**src/sv/krq_pkg.sv**
```systemverilog
// Package for the keyed request queue.
// Holds operation, status and sequencer state types and the fixed field widths.
// No dependencies.
package krq_pkg;

    localparam int FUNC_W   = 2;
    localparam int ID_W     = 16;
    localparam int STATUS_W = 2;

    typedef enum logic [FUNC_W-1:0] {
        FN_ENQ = 2'd0,
        FN_POP = 2'd1,
        FN_CHK = 2'd2,
        FN_NOP = 2'd3
    } t_func;

    typedef enum logic [STATUS_W-1:0] {
        ST_OK      = 2'd0,
        ST_DUP     = 2'd1,
        ST_FULL    = 2'd2,
        ST_NOMATCH = 2'd3
    } t_status;

    typedef enum logic [1:0] {
        S_IDLE,
        S_SCAN,
        S_SHIFT,
        S_DONE
    } t_state;

endpackage

```
**src/sv/krq_ram.sv**
```systemverilog
// Generic single-write, single-read RAM with registered read data.
// No dependencies.
module krq_ram #(
    parameter int WIDTH = 32,
    parameter int DEPTH = 16
) (
    input  logic                     i_clk,
    input  logic                     i_we,
    input  logic [$clog2(DEPTH)-1:0] i_waddr,
    input  logic [WIDTH-1:0]         i_wdata,
    input  logic [$clog2(DEPTH)-1:0] i_raddr,
    output logic [WIDTH-1:0]         o_rdata
);

    logic [WIDTH-1:0] r_mem [DEPTH];
    logic [WIDTH-1:0] r_rdata;

    always_ff @(posedge i_clk) begin
        if (i_we) begin
            r_mem[i_waddr] <= i_wdata;
        end
        r_rdata <= r_mem[i_raddr];
    end

    assign o_rdata = r_rdata;

endmodule

```
**src/sv/krq_match.sv**
```systemverilog
// Shared compare unit of the keyed request queue.
// Compares one stored entry against the key, on the pair or on the destination only.
// Depends on nothing but its parameter.
module krq_match #(
    parameter int KW = 16
) (
    input  logic [2*KW-1:0] i_entry,
    input  logic [KW-1:0]   i_key_src,
    input  logic [KW-1:0]   i_key_dst,
    input  logic            i_dest_only,
    output logic            o_match
);

    logic dst_eq;
    logic src_eq;

    assign dst_eq  = (i_entry[KW-1:0] == i_key_dst);
    assign src_eq  = (i_entry[2*KW-1:KW] == i_key_src);
    assign o_match = dst_eq && (i_dest_only || src_eq);

endmodule

```
**src/sv/keyed_request_queue.sv**
```systemverilog
// Keyed request queue: arrival-ordered queue of (source, destination) pairs.
// An operation other than a no-op scans the stored entries in order until a hit or the last entry;
// a pop then moves each younger entry down one slot. One transaction at a time.
// The rate is set by the single compare unit and the one read port of the entry RAM.
// Synchronous active-low reset empties the queue and clears the handshake;
// entry RAM contents are not cleared and need no clearing pass.
module keyed_request_queue #(
    parameter int DEPTH   = 16,
    parameter int ID_BITS = 16
) (
    input  logic                            i_clk,
    input  logic                            i_rst_n,
    input  logic                            i_valid,
    output logic                            o_stall,
    input  logic [krq_pkg::FUNC_W-1:0]      i_func,
    input  logic [krq_pkg::ID_W-1:0]        i_source_id,
    input  logic [krq_pkg::ID_W-1:0]        i_dest_id,
    output logic                            o_valid,
    input  logic                            i_stall,
    output logic [krq_pkg::STATUS_W-1:0]    o_status,
    output logic                            o_hit,
    output logic [krq_pkg::ID_W-1:0]        o_popped_source,
    output logic [krq_pkg::ID_W-1:0]        o_popped_dest
);

    import krq_pkg::*;

    localparam int KW = (ID_BITS < ID_W) ? ID_BITS : ID_W;
    localparam int AW = (DEPTH > 1) ? $clog2(DEPTH) : 1;
    localparam int CW = $clog2(DEPTH + 1);

    t_state            r_state, n_state;
    t_func             r_func, n_func;
    logic [KW-1:0]     r_src, n_src;
    logic [KW-1:0]     r_dst, n_dst;
    logic [CW-1:0]     r_count, n_count;
    logic [CW-1:0]     r_idx, n_idx;
    logic              r_found, n_found;
    logic [2*KW-1:0]   r_pop_entry, n_pop_entry;

    logic              r_out_valid, n_out_valid;
    t_status           r_status, n_status;
    logic              r_hit, n_hit;
    logic [KW-1:0]     r_psrc, n_psrc;
    logic [KW-1:0]     r_pdst, n_pdst;

    logic              in_acc;
    logic              load;
    logic              match;
    logic [2*KW-1:0]   rdata;
    logic              ram_we;
    logic [AW-1:0]     ram_waddr;
    logic [2*KW-1:0]   ram_wdata;
    logic [AW-1:0]     ram_raddr;
    logic [CW:0]       idx_p1;
    logic [CW:0]       idx_p2;
    logic [CW:0]       count_x;

    assign in_acc  = i_valid && !o_stall;
    assign load    = (r_state == S_DONE) && (!r_out_valid || !i_stall);
    assign idx_p1  = {1'b0, r_idx} + (CW+1)'(1);
    assign idx_p2  = {1'b0, r_idx} + (CW+1)'(2);
    assign count_x = {1'b0, r_count};

    krq_ram #(
        .WIDTH (2*KW),
        .DEPTH (DEPTH)
    ) u_ram (
        .i_clk   (i_clk),
        .i_we    (ram_we),
        .i_waddr (ram_waddr),
        .i_wdata (ram_wdata),
        .i_raddr (ram_raddr),
        .o_rdata (rdata)
    );

    krq_match #(
        .KW (KW)
    ) u_match (
        .i_entry     (rdata),
        .i_key_src   (r_src),
        .i_key_dst   (r_dst),
        .i_dest_only (r_func == FN_POP),
        .o_match     (match)
    );

    always_comb begin
        n_state = r_state;
        unique case (r_state)
            S_IDLE: begin
                if (in_acc) begin
                    if (t_func'(i_func) != FN_NOP && r_count != '0) begin
                        n_state = S_SCAN;
                    end else begin
                        n_state = S_DONE;
                    end
                end
            end
            S_SCAN: begin
                if (match) begin
                    n_state = (r_func == FN_POP && idx_p1 < count_x) ? S_SHIFT : S_DONE;
                end else if (idx_p1 == count_x) begin
                    n_state = S_DONE;
                end
            end
            S_SHIFT: begin
                if (idx_p2 == count_x) begin
                    n_state = S_DONE;
                end
            end
            S_DONE: begin
                if (load) begin
                    n_state = S_IDLE;
                end
            end
            default: n_state = S_IDLE;
        endcase
    end

    always_comb begin
        n_func      = r_func;
        n_src       = r_src;
        n_dst       = r_dst;
        n_count     = r_count;
        n_idx       = r_idx;
        n_found     = r_found;
        n_pop_entry = r_pop_entry;
        n_out_valid = r_out_valid && i_stall;
        n_status    = r_status;
        n_hit       = r_hit;
        n_psrc      = r_psrc;
        n_pdst      = r_pdst;
        ram_we      = 1'b0;
        ram_waddr   = r_idx[AW-1:0];
        ram_wdata   = rdata;
        ram_raddr   = '0;
        unique case (r_state)
            S_IDLE: begin
                if (in_acc) begin
                    n_func  = t_func'(i_func);
                    n_src   = i_source_id[KW-1:0];
                    n_dst   = i_dest_id[KW-1:0];
                    n_idx   = '0;
                    n_found = 1'b0;
                end
            end
            S_SCAN: begin
                ram_raddr = idx_p1[AW-1:0];
                if (match) begin
                    n_found     = 1'b1;
                    n_pop_entry = rdata;
                end else if (idx_p1 != count_x) begin
                    n_idx = idx_p1[CW-1:0];
                end
            end
            S_SHIFT: begin
                ram_raddr = idx_p2[AW-1:0];
                ram_we    = 1'b1;
                ram_waddr = r_idx[AW-1:0];
                ram_wdata = rdata;
                n_idx     = idx_p1[CW-1:0];
            end
            S_DONE: begin
                if (load) begin
                    n_out_valid = 1'b1;
                    n_status    = ST_OK;
                    n_hit       = 1'b0;
                    n_psrc      = '0;
                    n_pdst      = '0;
                    unique case (r_func)
                        FN_ENQ: begin
                            if (r_found) begin
                                n_status = ST_DUP;
                            end else if (count_x >= (CW+1)'(DEPTH)) begin
                                n_status = ST_FULL;
                            end else begin
                                ram_we    = 1'b1;
                                ram_waddr = r_count[AW-1:0];
                                ram_wdata = {r_src, r_dst};
                                n_count   = r_count + CW'(1);
                            end
                        end
                        FN_POP: begin
                            if (r_found) begin
                                n_hit   = 1'b1;
                                n_psrc  = r_pop_entry[2*KW-1:KW];
                                n_pdst  = r_pop_entry[KW-1:0];
                                n_count = r_count - CW'(1);
                            end else begin
                                n_status = ST_NOMATCH;
                            end
                        end
                        FN_CHK: begin
                            if (r_found) begin
                                n_hit = 1'b1;
                            end else begin
                                n_status = ST_NOMATCH;
                            end
                        end
                        FN_NOP: begin
                            n_status = ST_OK;
                        end
                        default: n_status = ST_OK;
                    endcase
                end
            end
            default: ;
        endcase
    end

    always_ff @(posedge i_clk) begin
        if (!i_rst_n) begin
            r_state     <= S_IDLE;
            r_count     <= '0;
            r_out_valid <= 1'b0;
        end else begin
            r_state     <= n_state;
            r_count     <= n_count;
            r_out_valid <= n_out_valid;
        end
    end

    always_ff @(posedge i_clk) begin
        r_func      <= n_func;
        r_src       <= n_src;
        r_dst       <= n_dst;
        r_idx       <= n_idx;
        r_found     <= n_found;
        r_pop_entry <= n_pop_entry;
        r_status    <= n_status;
        r_hit       <= n_hit;
        r_psrc      <= n_psrc;
        r_pdst      <= n_pdst;
    end

    assign o_stall         = (r_state != S_IDLE);
    assign o_valid         = r_out_valid;
    assign o_status        = r_status;
    assign o_hit           = r_hit;
    assign o_popped_source = ID_W'(r_psrc);
    assign o_popped_dest   = ID_W'(r_pdst);

`ifndef SYNTH
    a_count_bound: assert property (@(posedge i_clk) disable iff (!i_rst_n)
        count_x <= (CW+1)'(DEPTH))
        else $error("entry count above capacity");

    a_scan_in_range: assert property (@(posedge i_clk) disable iff (!i_rst_n)
        (r_state == S_SCAN) |-> ({1'b0, r_idx} < count_x))
        else $error("scan index beyond valid entries");

    a_idle_no_write: assert property (@(posedge i_clk) disable iff (!i_rst_n)
        (r_state == S_IDLE || r_state == S_SCAN) |-> !ram_we)
        else $error("entry write outside shift or completion");

    a_result_from_done: assert property (@(posedge i_clk) disable iff (!i_rst_n)
        $rose(r_out_valid) |-> ($past(r_state) == S_DONE))
        else $error("result loaded without completion");

    a_shift_after_pop: assert property (@(posedge i_clk) disable iff (!i_rst_n)
        (r_state == S_SHIFT) |-> (r_func == FN_POP && r_found))
        else $error("shift without a popped entry");
`endif

endmodule
```
**config.mk**
```make
export PLATFORM = sky130hd
export DESIGN_NAME = keyed_request_queue
export DESIGN_NICKNAME = d
export VERILOG_FILES = /design/src/sv/krq_pkg.sv /design/src/sv/krq_ram.sv /design/src/sv/krq_match.sv /design/src/sv/keyed_request_queue.sv
export SDC_FILE = /design/constraint.sdc
export NUM_CORES = 1
export LEC_CHECK = 0
export BUFFER_PORTS_ARGS = -buffer_cell sky130_fd_sc_hd__buf_2
export CORE_MARGIN = 2
export CORE_UTILIZATION = 55
export CTS_CLUSTER_SIZE = 25
export DETAILED_ROUTE_END_ITERATION = 7
export HOLD_SLACK_MARGIN = 0.06
export PLACE_DENSITY = 0.8
export SETUP_SLACK_MARGIN = 0.02
export SYNTH_ARGS = -nofsm -noshare
export SYNTH_HDL_FRONTEND = slang
export SYNTH_SLANG_ARGS = --single-unit
```
**constraint.sdc**
```tcl
create_clock -name i_clk -period 18.8 [get_ports i_clk]
set_clock_uncertainty 0.05 [all_clocks]
set_input_delay 4.7 -clock i_clk [delete_from_list [all_inputs] [get_ports i_clk]]
set_output_delay 4.7 -clock i_clk [all_outputs]
set_load 0.02 [all_outputs]
```
==> results.txt, run 1 <==
----------------------------------------------------
[Clock tree]
  Post-cts hold buffer count ... 0
  Number of H-tree branching levels ... 2
  Cell at the root of the clock tree ... sky130_fd_sc_hd__clkbuf_16
  Number of instances resized during post-cts repair ... 0
  Sink count of the clock tree ... 659
  Later-pin clock latency in the skew report ... 0.63 ns
  Clock Pin Slew Worst Setup and Hold Paths ... 0.06 ns
  Num CTS Buffers ... 61
  Number of buffers inserted to repair setup after CTS ... 0
  Bufs on Longest Clock Path ... 3
  TritonCTS clock tree ... done

[Layout]
  Multi-input combinational cell area ... 0.00626 sq mm
  Area overhead of the layout relative to synthesis ... 12.0%
  Area of all sequential standard cells ... 0.0194 sq mm
  Post-route insts no fill ... 1,983
  Most frequent cells in the layout ... sky130_fd_sc_hd__edfxtp_1, sky130_fd_sc_hd__mux2i_1, sky130_fd_sc_hd__mux4_1
  Count of antenna diodes in the layout ... 0
  Filler cell count ... 3,020
  Most common cell after layout, fill and taps aside ... sky130_fd_sc_hd__edfxtp_1
  Final-stage net count ... 1,381
  Final Util ... 0.624
  Fraction of layout instances using a drive strength above 1 ... 0.218

[Synthesis]
  Cells after Synth ... 1,213
  Top cells by area, synth ... sky130_fd_sc_hd__edfxtp_1, sky130_fd_sc_hd__mux4_1, sky130_fd_sc_hd__mux4_2
  Count of unique library cells instantiated by Yosys ... 48
  Post-synthesis compound-gate area fraction ... 0.0106
  Syn nets ... 1,270
  Share of synthesized cell area in and, or, nand and nor gates ... 0.0253
  Most used DFF post-synth ... sky130_fd_sc_hd__edfxtp_1
  Largest family of logic cells by synthesized area ... multiplexers
  Yosys top cell by area ... sky130_fd_sc_hd__edfxtp_1
  Fraction of the mapped netlist area in adder cells ... 0.00946
  Post-synthesis register bit count ... 659
  Number of enable-type register cells in the synthesized netlist ... 619
  Mean area per synthesized cell ... 21.4 sq um
  Mux share of post-synthesis cell area ... 0.174
  Yosys top cell area share ... 0.717
  Number of synthesis warnings ... 0
  Share of the yosys chip area belonging to registers ... 0.748
  Post-synth ARST share ... 0
  Post-synthesis xor/xnor area fraction ... 0.0152
  Synthesized area ... 0.0259 sq mm

[Critical path]
  Capture point of the worst path ... u_ram.r_mem[8][16]
  Slack of the worst reg-to-reg path ... 14.71 ns
  Critical path fanouts, max ... 48
  Startpoint of the worst-slack reg-to-reg timing path ... r_state[0]
  Critical path endpoint category ... flop
  Launch point of the worst path ... i_stall
  Register-to-Register Path Depth ... 9
  RR Endpoint ... u_ram.r_mem[8][16]
  Worst Setup Path Type ... input port to flop
  Data arrival time of the worst path ... 7.98 ns
  Worst Path Required ... 19.03 ns
  Type of element launching the critical path ... input port

[Placement]
  Placed Cells ... 1,868
  Detailed Place HPWL ... 29,300 um
  Total of buffers placed on input and output ports ... 74
  Final RePlAce weighted congestion ... 0.812
  Pre-CTS setup slack ... 10.40 ns

[Global routing]
  Number of global-route vias before repair ... 12,826
  Most Crowded Layer GR ... met2
  Met1 usage in global routing ... 0.304
  Global route total overflow ... 0
  Total global routing track utilization ... 0.225
  Wire length of the first global-routing pass ... 81,400 um
  Maximum number of pins on one net before global-route repair ... 76
  Fraction of met3 tracks used by global routing ... 0.0393
  Initial antenna violation count ... 2
  Grt met2 use ... 0.369

[Route]
  Via density per instance ... 6.16
  Length of the first detailed-routing pass in iterations ... 5
  DRC violations left ... 0
  Remaining antenna violation count ... 0
  Routed WL ... 54,100 um
  Final routed wire length divided by cell count ... 27.3 um
  Routed vias ... 12,217
  DRC marker count from the first detailed-route iteration ... 1,359

[Pwr]
  Power Density ... 144 mW/mm^2
  Peak supply drop ... 0.000125 V
  Leakage ... 10.0 nW

[STA]
  Max transition margin ... 0.212
  Final number of max-transition violations ... 0
  Number of failing hold endpoints at the final stage ... 0
  Setup WS post-layout ... 11.05 ns
  Maximum clock rate ... 0.129 GHz
  Setup repair after global routing missed its margin ... false
  Setup Total Neg Slack ... 0 ns
  WHS ... 0.432 ns
  Min Tclk post-route ... 7.75 ns
  Post-route clock period utilization ... 0.412
  Number of setup violations in the final report ... 0
  Transition time at the pin with the least slew margin ... 1.17 ns

[Floorplanning]
  CORE AREA ... 0.0466 sq mm
  Number of cell rows ... 79
  Initial standard-cell utilization of the core ... 0.557
  Top-level I/O count ... 75
  Die footprint ... 0.0489 sq mm
  Die W ... 221 um
  Die height ... 221 um

[Hold path]
  HP Class ... flop to flop
  Worst Hold Depth ... 0

[Job]
  Number of max-cap violations ... 0

[Run status]
  Result of the run ... finished clean

----------------------------------------------------
[per-stage QoR]
stage | area [sq um] | power (mW)
finish | 29000 | 4.17
CTS | 29000 | 4.19
global route | 29000 | 4.33
global placement | 27000 | 2.93
detailed placement | 27000 | 2.98
floorplan | 25900 | 2.69
[cells in the mapped netlist, drive strengths merged, types with 2 or more instances]
library cell and number:
inv 18, a31o 2, and2 12, nor3 10
mux2 32, buf 35, nand2 12, nand4 4
mux2i 97, nor2 28, a21oi 8, a41oi 3
o21ai 11, ha 18, nand3 5, mux4 128
xnor2 8, nor2b 5, clkbuf 18, a31oi 6
dfxtp 40, nor4 8, edfxtp 619, xor2 37
and3 34
[per-layer routing]
layer | up-vias | share of wire
li1 | 5245 | -
met1 | 6286 | 0.40
met2 | 578 | 0.49
met3 | 108 | 0.074
met4 | 0 | 0.032
met5 | - | 0
[area by class of cell]
class                   count  share of cell area
clock inverters            28             0.00939
clock buffers              87              0.0591
well taps                 607              0.0262
inverters                  18             0.00233
flip-flops and latches    659               0.668
repair buffers            101              0.0197
multi-input cells         483               0.216
[cells by family after synthesis]
kind of cell	after synthesis
AOI/OAI and AO/OA	40
DFF	659
muxes	257
adders and majority gates	19
buffers and inverters	71
xor gates and xnor gates	45
and+or+nand+nor	122
[registers in the layout, summed over array words and instances, names as in the netlist]
signal,flops
r_src,16
u_ram.o_rdata,32
o_hit,1
o_valid,1
o_popped_source,16
u_ram.r_mem,512
r_found,1
o_popped_dest,16
r_pop_entry,32
r_dst,16
r_idx,5
r_state,2
r_func,2
o_status,2
r_count,5
[how the worst min path moves through the flow]
stage,start,to,slack (ns)
final,u_ram.o_rdata[7],r_pop_entry[7],0.43
after global routing,u_ram.o_rdata[0],r_pop_entry[0],0.45
after CTS,u_ram.o_rdata[9],r_pop_entry[9],0.44
after detailed placement,u_ram.o_rdata[24],r_pop_entry[24],0.41
after global placement,u_ram.o_rdata[0],r_pop_entry[0],0.40
after floorplan,u_ram.o_rdata[0],r_pop_entry[0],0.39
[where the power goes]
group / switching, mW / internal [mW] / total [mW] / leakage [nW]
combinational: 0.566 / 0.352 / 0.918 / 3.14
clock: 0.517 / 0.701 / 1.22 / 0.970
sequential: 0.0957 / 1.94 / 2.03 / 5.94
total: 1.18 / 2.99 / 4.17 / 10.0
[critical path, cell delays in order]
cell                      delay [ns]
sky130_fd_sc_hd__buf_2          0.07
sky130_fd_sc_hd__and2_1         0.22
sky130_fd_sc_hd__nor2b_4        0.05
sky130_fd_sc_hd__buf_4          0.31
sky130_fd_sc_hd__nand3_2        0.14
sky130_fd_sc_hd__buf_4          0.65
sky130_fd_sc_hd__o21ai_0        0.61
sky130_fd_sc_hd__nor2_4         0.71
sky130_fd_sc_hd__buf_4          0.46
Power figures use the tool's default switching activity.
==> run 2: changes to the inputs <==
clock period = 7.35 ns   (was 18.8 ns; I/O delays follow)
==> run 2 against run 1 <==
Global-route usage increased by 0.15 points. First-iteration DRC count decreased by 13%. Combinational power increased to 2.6 times the previous value. Die area unchanged. Register-to-register slack got worse by 11 ns. Clock power increased to 2.8 times the previous value. Routed wire length increased by 1.0%. Final cell count increased by 0.50%. Via count increased by 1.4%. Sequential share of layout area decreased by 0.55 points.
==> results.txt, run 2 (same netlist as run 1, synthesis figures left out) <==
----------------------------------------------------
[Critical path]
  RR Endpoint ... u_ram.o_rdata[30]
  Critical Path Stages ... 9
  Type of element launching the critical path ... input port
  Register-to-Register Path Depth ... 8
  Worst Path Required ... 7.57 ns
  Cell with the largest stage delay on the worst path ... sky130_fd_sc_hd__nor2_4
  Data arrival time of the worst path ... 5.08 ns
  Launch point of the worst path ... i_stall
  Critical path endpoint category ... flop
  Count of buffering cells on the critical path with inverters included ... 3
  Largest delay contributor family on the critical path ... simple AND/OR/NAND/NOR gates
  Biggest cell delay along the critical path ... 0.65 ns
  Capture point of the worst path ... u_ram.r_mem[3][21]
  Slack of the worst reg-to-reg path ... 3.28 ns
  Critical path's most frequent cell ... sky130_fd_sc_hd__buf_4
  Critical path fanouts, max ... 37
  Worst Setup Path Type ... input port to flop
  Startpoint of the worst-slack reg-to-reg timing path ... r_idx[0]
  List of cells traversed by the critical path ... buf_2 -> and2_1 -> nor2b_4 -> buf_4 -> nand3_2 -> nor3_1 -> a31oi_1 -> nor2_4 -> buf_4

[Run status]
  Result of the run ... finished clean

[STA]
  Setup repair after global routing missed its margin ... false
  Final number of max-transition violations ... 0
  Transition time at the pin with the least slew margin ... 1.22 ns
  Min Tclk post-route ... 4.86 ns
  Number of failing hold endpoints at the final stage ... 0
  Setup Total Neg Slack ... 0 ns
  Number of setup violations in the final report ... 0
  Max transition margin ... 0.177
  Post-route clock period utilization ... 0.661
  Maximum clock rate ... 0.206 GHz
  WHS ... 0.425 ns

[Clock tree]
  Later-pin clock latency in the skew report ... 0.61 ns
  Num CTS Buffers ... 68
  Bufs on Longest Clock Path ... 3
  Post-cts hold buffer count ... 0
  TritonCTS clock tree ... done
  Cell at the root of the clock tree ... sky130_fd_sc_hd__clkbuf_16
  Sink count of the clock tree ... 659
  Clock Pin Slew Worst Setup and Hold Paths ... 0.06 ns
  Number of H-tree branching levels ... 3
  Number of buffers inserted to repair setup after CTS ... 0
  Number of instances resized during post-cts repair ... 0

[Route]
  Remaining antenna violation count ... 0
  Via density per instance ... 6.22
  DRC violations left ... 0
  Length of the first detailed-routing pass in iterations ... 5
  DRC marker count from the first detailed-route iteration ... 1,185
  Routed vias ... 12,393
  Final routed wire length divided by cell count ... 27.4 um
  Routed WL ... 54,700 um

[Floorplanning]
  Number of cell rows ... 79
  Die W ... 221 um
  Initial standard-cell utilization of the core ... 0.557
  Die footprint ... 0.0489 sq mm
  CORE AREA ... 0.0466 sq mm
  Die height ... 221 um
  Top-level I/O count ... 75

[Placement]
  Placed Cells ... 1,869
  Total placed instance area ... 0.0271 sq mm
  Total of buffers placed on input and output ports ... 74
  Detailed Place HPWL ... 28,300 um
  Final RePlAce weighted congestion ... 0.822

[Pwr]
  Power Density ... 376 mW/mm^2
  Proportion of total power due to net switching ... 0.286
  Peak supply drop ... 0.000278 V
  P_int ... 7.87 mW
  Proportion of power drawn by combinational gates ... 0.217
  NetSw ... 3.15 mW
  Share of power burned in the clock network ... 0.310
  Leakage ... 10.2 nW
  Part of the power in registers ... 0.473

[Hold path]
  HP Class ... flop to flop

[Layout]
  Flip-flop count of the largest register, all copies and words added ... 512
  Fraction of layout instances using a drive strength above 1 ... 0.225
  Top register by number of flip-flops ... u_ram.r_mem
  Final Util ... 0.629
  Count of antenna diodes in the layout ... 0
  Most frequent cells in the layout ... sky130_fd_sc_hd__edfxtp_1, sky130_fd_sc_hd__mux2i_1, sky130_fd_sc_hd__mux4_1
  Most common cell after layout, fill and taps aside ... sky130_fd_sc_hd__edfxtp_1
  Post-route insts no fill ... 1,993
  Final-stage net count ... 1,389
  Area overhead of the layout relative to synthesis ... 13.0%
  Final std cell area, no fill ... 0.0293 sq mm

[Global routing]
  Initial antenna violation count ... 0
  Global route total overflow ... 0
  Number of global-route vias before repair ... 12,747
  Wire length of the first global-routing pass ... 81,500 um
  Maximum number of pins on one net before global-route repair ... 129
  Total global routing track utilization ... 0.226

[Job]
  Number of max-cap violations ... 0

----------------------------------------------------
-- run 2: cell count changes in the layout (fill, tap and decap cells not counted), moves of 2 or more --
cell,change
sky130_fd_sc_hd__clkbuf_16,+8
sky130_fd_sc_hd__clkbuf_8,-4
sky130_fd_sc_hd__clkinv_1,-2
sky130_fd_sc_hd__clkinvlp_4,+2
sky130_fd_sc_hd__inv_6,+3
-- run 2: final cells by class --
type / count / area, sq um
fillers: 2998 / 17300
well taps: 607 / 759
clock buffers: 91 / 1860
flip-flops and latches: 659 / 19400
repair buffers: 102 / 593
inverters: 18 / 67.6
clock inverters: 33 / 348
multi-input cells: 483 / 6260
-- run 2: how the worst min path moves through the flow --
stage                                 start              end  cells past startpoint
after floorplan            u_ram.o_rdata[0]   r_pop_entry[0]                      0
after global placement    u_ram.o_rdata[14]  r_pop_entry[14]                      0
after detailed placement   u_ram.o_rdata[7]   r_pop_entry[7]                      0
after CTS                  u_ram.o_rdata[7]   r_pop_entry[7]                      0
after global routing       u_ram.o_rdata[8]   r_pop_entry[8]                      0
final                      u_ram.o_rdata[7]   r_pop_entry[7]                      0
-- run 2: power groups by stage --
stage / Clock, mW / Sequential (mW) / Combinational (mW)
2_1_floorplan: 0 / 5.18 / 1.70
3_3_place_gp: 0 / 5.26 / 2.25
3_5_place_dp: 0 / 5.27 / 2.35
4_1_cts: 3.47 / 5.21 / 2.40
5_1_grt: 3.61 / 5.24 / 2.58
6_report: 3.42 / 5.21 / 2.39
-- run 2: through the flow --
stage          power (mW)  setup slack (ns)
2_1_floorplan        6.89              1.01
3_3_place_gp         7.51              2.08
3_5_place_dp         7.62              1.88
4_1_cts              11.1              2.48
5_1_grt              11.4              2.28
6_report             11.0              2.49
-- run 2: layer usage --
metal / track usage / wire length (um)
met1: 0.309 / 22100
met2: 0.368 / 26900
met3: 0.0466 / 4150
met4: 0.0766 / 1470
met5: 0 / 0
==> run 3: changes to the inputs <==
PLACE_DENSITY = 0.83   (was 0.8)
clock period = 4.2 ns   (was 7.35 ns; I/O delays follow)
==> run 3 against run 2 <==
Routed wire length increased by 2.5%. First-iteration DRC count increased by 8.4%. Final cell count increased by 0.35%. Design area increased by 0.91%. Non-clock buffer count increased by 8. Power increased by 77%. Clock power increased by 75%. Sequential power increased by 75%. Die area unchanged. Combinational power increased by 85%. Sequential share of layout area decreased by 0.59 points. Critical path depth decreased by 1.
==> results.txt, run 3 (same netlist as run 1, synthesis figures left out) <==
----------------------------------------------------
[Route]
  Routed vias ... 12,513
  Via density per instance ... 6.26
  Final routed wire length divided by cell count ... 28.0 um
  Length of the first detailed-routing pass in iterations ... 5
  Remaining antenna violation count ... 0
  Routed WL ... 56,000 um
  DRC violations left ... 0
  DRC marker count from the first detailed-route iteration ... 1,284

[Placement]
  Total of buffers placed on input and output ports ... 74
  Detailed Place HPWL ... 31,500 um
  Placed Cells ... 1,877
  Pre-CTS setup slack ... 0.356 ns
  Final RePlAce weighted congestion ... 0.823

[STA]
  Max transition margin ... 0.0532
  Number of failing hold endpoints at the final stage ... 0
  Setup WS post-layout ... 0.797 ns
  Maximum clock rate ... 0.294 GHz
  Setup Total Neg Slack ... 0 ns
  Min Tclk post-route ... 3.40 ns
  Number of setup violations in the final report ... 0
  Transition time at the pin with the least slew margin ... 1.41 ns
  Final number of max-transition violations ... 0
  Post-route clock period utilization ... 0.810
  Setup repair after global routing missed its margin ... false

[Global routing]
  Total global routing track utilization ... 0.231
  Wire length of the first global-routing pass ... 83,400 um
  Number of global-route vias before repair ... 13,188
  Maximum number of pins on one net before global-route repair ... 104
  Initial antenna violation count ... 2
  Global route total overflow ... 0

[Clock tree]
  Post-cts hold buffer count ... 0
  Bufs on Longest Clock Path ... 3
  Cell at the root of the clock tree ... sky130_fd_sc_hd__clkbuf_16
  Sink count of the clock tree ... 659
  Clock Pin Slew Worst Setup and Hold Paths ... 0.06 ns
  Number of H-tree branching levels ... 3
  TritonCTS clock tree ... done
  Later-pin clock latency in the skew report ... 0.58 ns
  Number of buffers inserted to repair setup after CTS ... 0
  Num CTS Buffers ... 66
  Number of instances resized during post-cts repair ... 0

[Layout]
  Final-stage net count ... 1,395
  Most common cell after layout, fill and taps aside ... sky130_fd_sc_hd__edfxtp_1
  Flip-flop count of the largest register, all copies and words added ... 512
  Most frequent cells in the layout ... sky130_fd_sc_hd__edfxtp_1, sky130_fd_sc_hd__mux2i_1, sky130_fd_sc_hd__mux4_1
  Top register by number of flip-flops ... u_ram.r_mem
  Filler cell count ... 2,869
  Final Util ... 0.635
  Fraction of layout instances using a drive strength above 1 ... 0.230
  Area overhead of the layout relative to synthesis ... 14.0%
  Post-route insts no fill ... 2,000

[Floorplanning]
  Initial standard-cell utilization of the core ... 0.557
  Top-level I/O count ... 75
  Die W ... 221 um
  Die height ... 221 um
  Number of cell rows ... 79
  Die footprint ... 0.0489 sq mm
  CORE AREA ... 0.0466 sq mm

[Pwr]
  Peak supply drop ... 0.000716 V
  Leakage ... 10.3 nW
  Overall power after layout ... 19.5 mW
  Power Density ... 661 mW/mm^2

[Critical path]
  Cell with the largest stage delay on the worst path ... sky130_fd_sc_hd__edfxtp_1
  List of cells traversed by the critical path ... ha_1 -> nand2_1 -> o21ai_2 -> nand2_8 -> buf_4 -> mux4_1 -> mux2i_1 -> mux2i_1
  Biggest cell delay along the critical path ... 0.69 ns
  Critical path endpoint category ... flop
  Data arrival time of the worst path ... 3.76 ns
  Worst Path Required ... 4.56 ns
  Worst Setup Path Type ... flop to flop
  Type of element launching the critical path ... flop
  Critical path fanouts, max ... 51
  Critical path's most frequent cell ... sky130_fd_sc_hd__mux2i_1

[Job]
  Number of max-cap violations ... 0

[Run status]
  Result of the run ... finished clean

[Hold path]
  HP Class ... flop to flop

----------------------------------------------------
run 3: final cells by class:
| type | instances | area (sq um) | area share |
|---|---|---|---|
| multi-input combinational | 483 | 6260 | 0.212 |
| tap | 607 | 759 | 0.0257 |
| sequential | 659 | 19400 | 0.656 |
| antenna | 2 | 5.00 | 0.000169 |
| timing repair buffer | 110 | 828 | 0.0280 |
| inverter | 18 | 67.6 | 0.00229 |
| clock buffer | 99 | 1990 | 0.0674 |
| clock inverter | 22 | 241 | 0.00817 |
run 3: layer usage:
layer / GRT usage / routed length [um] / vias up
met2: 0.385 / 28300 / 691
met3: 0.0548 / 4980 / 124
met4: 0.0974 / 1910 / 4
li1: - / - / 5283
met1: 0.292 / 20700 / 6411
met5: 0 / 46 / -
run 3: worst max-delay path, delay by kind of cell, from the launching register on:
| family | cells | cell delay, ns |
|---|---|---|
| flops | 1 | 0.69 |
| simple gates | 2 | 0.57 |
| mux | 3 | 1.02 |
| fa+ha+maj | 1 | 0.39 |
| buf+inv | 1 | 0.38 |
| compound gates | 1 | 0.11 |
run 3: report_power, final:
part / internal, mW / leakage, nW / switching [mW] / total (mW)
clock network: 3.59 / 1.08 / 2.39 / 5.98
logic: 1.64 / 3.23 / 2.77 / 4.42
registers: 8.68 / 5.94 / 0.442 / 9.12
total: 13.9 / 10.3 / 5.60 / 19.5
run 3: final timing paths:
path | from | endpoint | slack (ns) | depth (start not counted)
max | r_idx[0] | u_ram.o_rdata[21] | 0.80 | 8
min | u_ram.o_rdata[7] | r_pop_entry[7] | 0.42 | 0
max reg2reg | r_idx[0] | u_ram.o_rdata[21] | 0.80 | 8
min reg2reg | u_ram.o_rdata[7] | r_pop_entry[7] | 0.42 | 0
run 3: through the flow:
stage / hold WS (ns) / area (sq um)
after CTS: 0.422 / 29500
after floorplan: 0.394 / 26000
final: 0.422 / 29500
after detailed placement: 0.410 / 27300
after global routing: 0.438 / 29500
after global placement: 0.398 / 27300
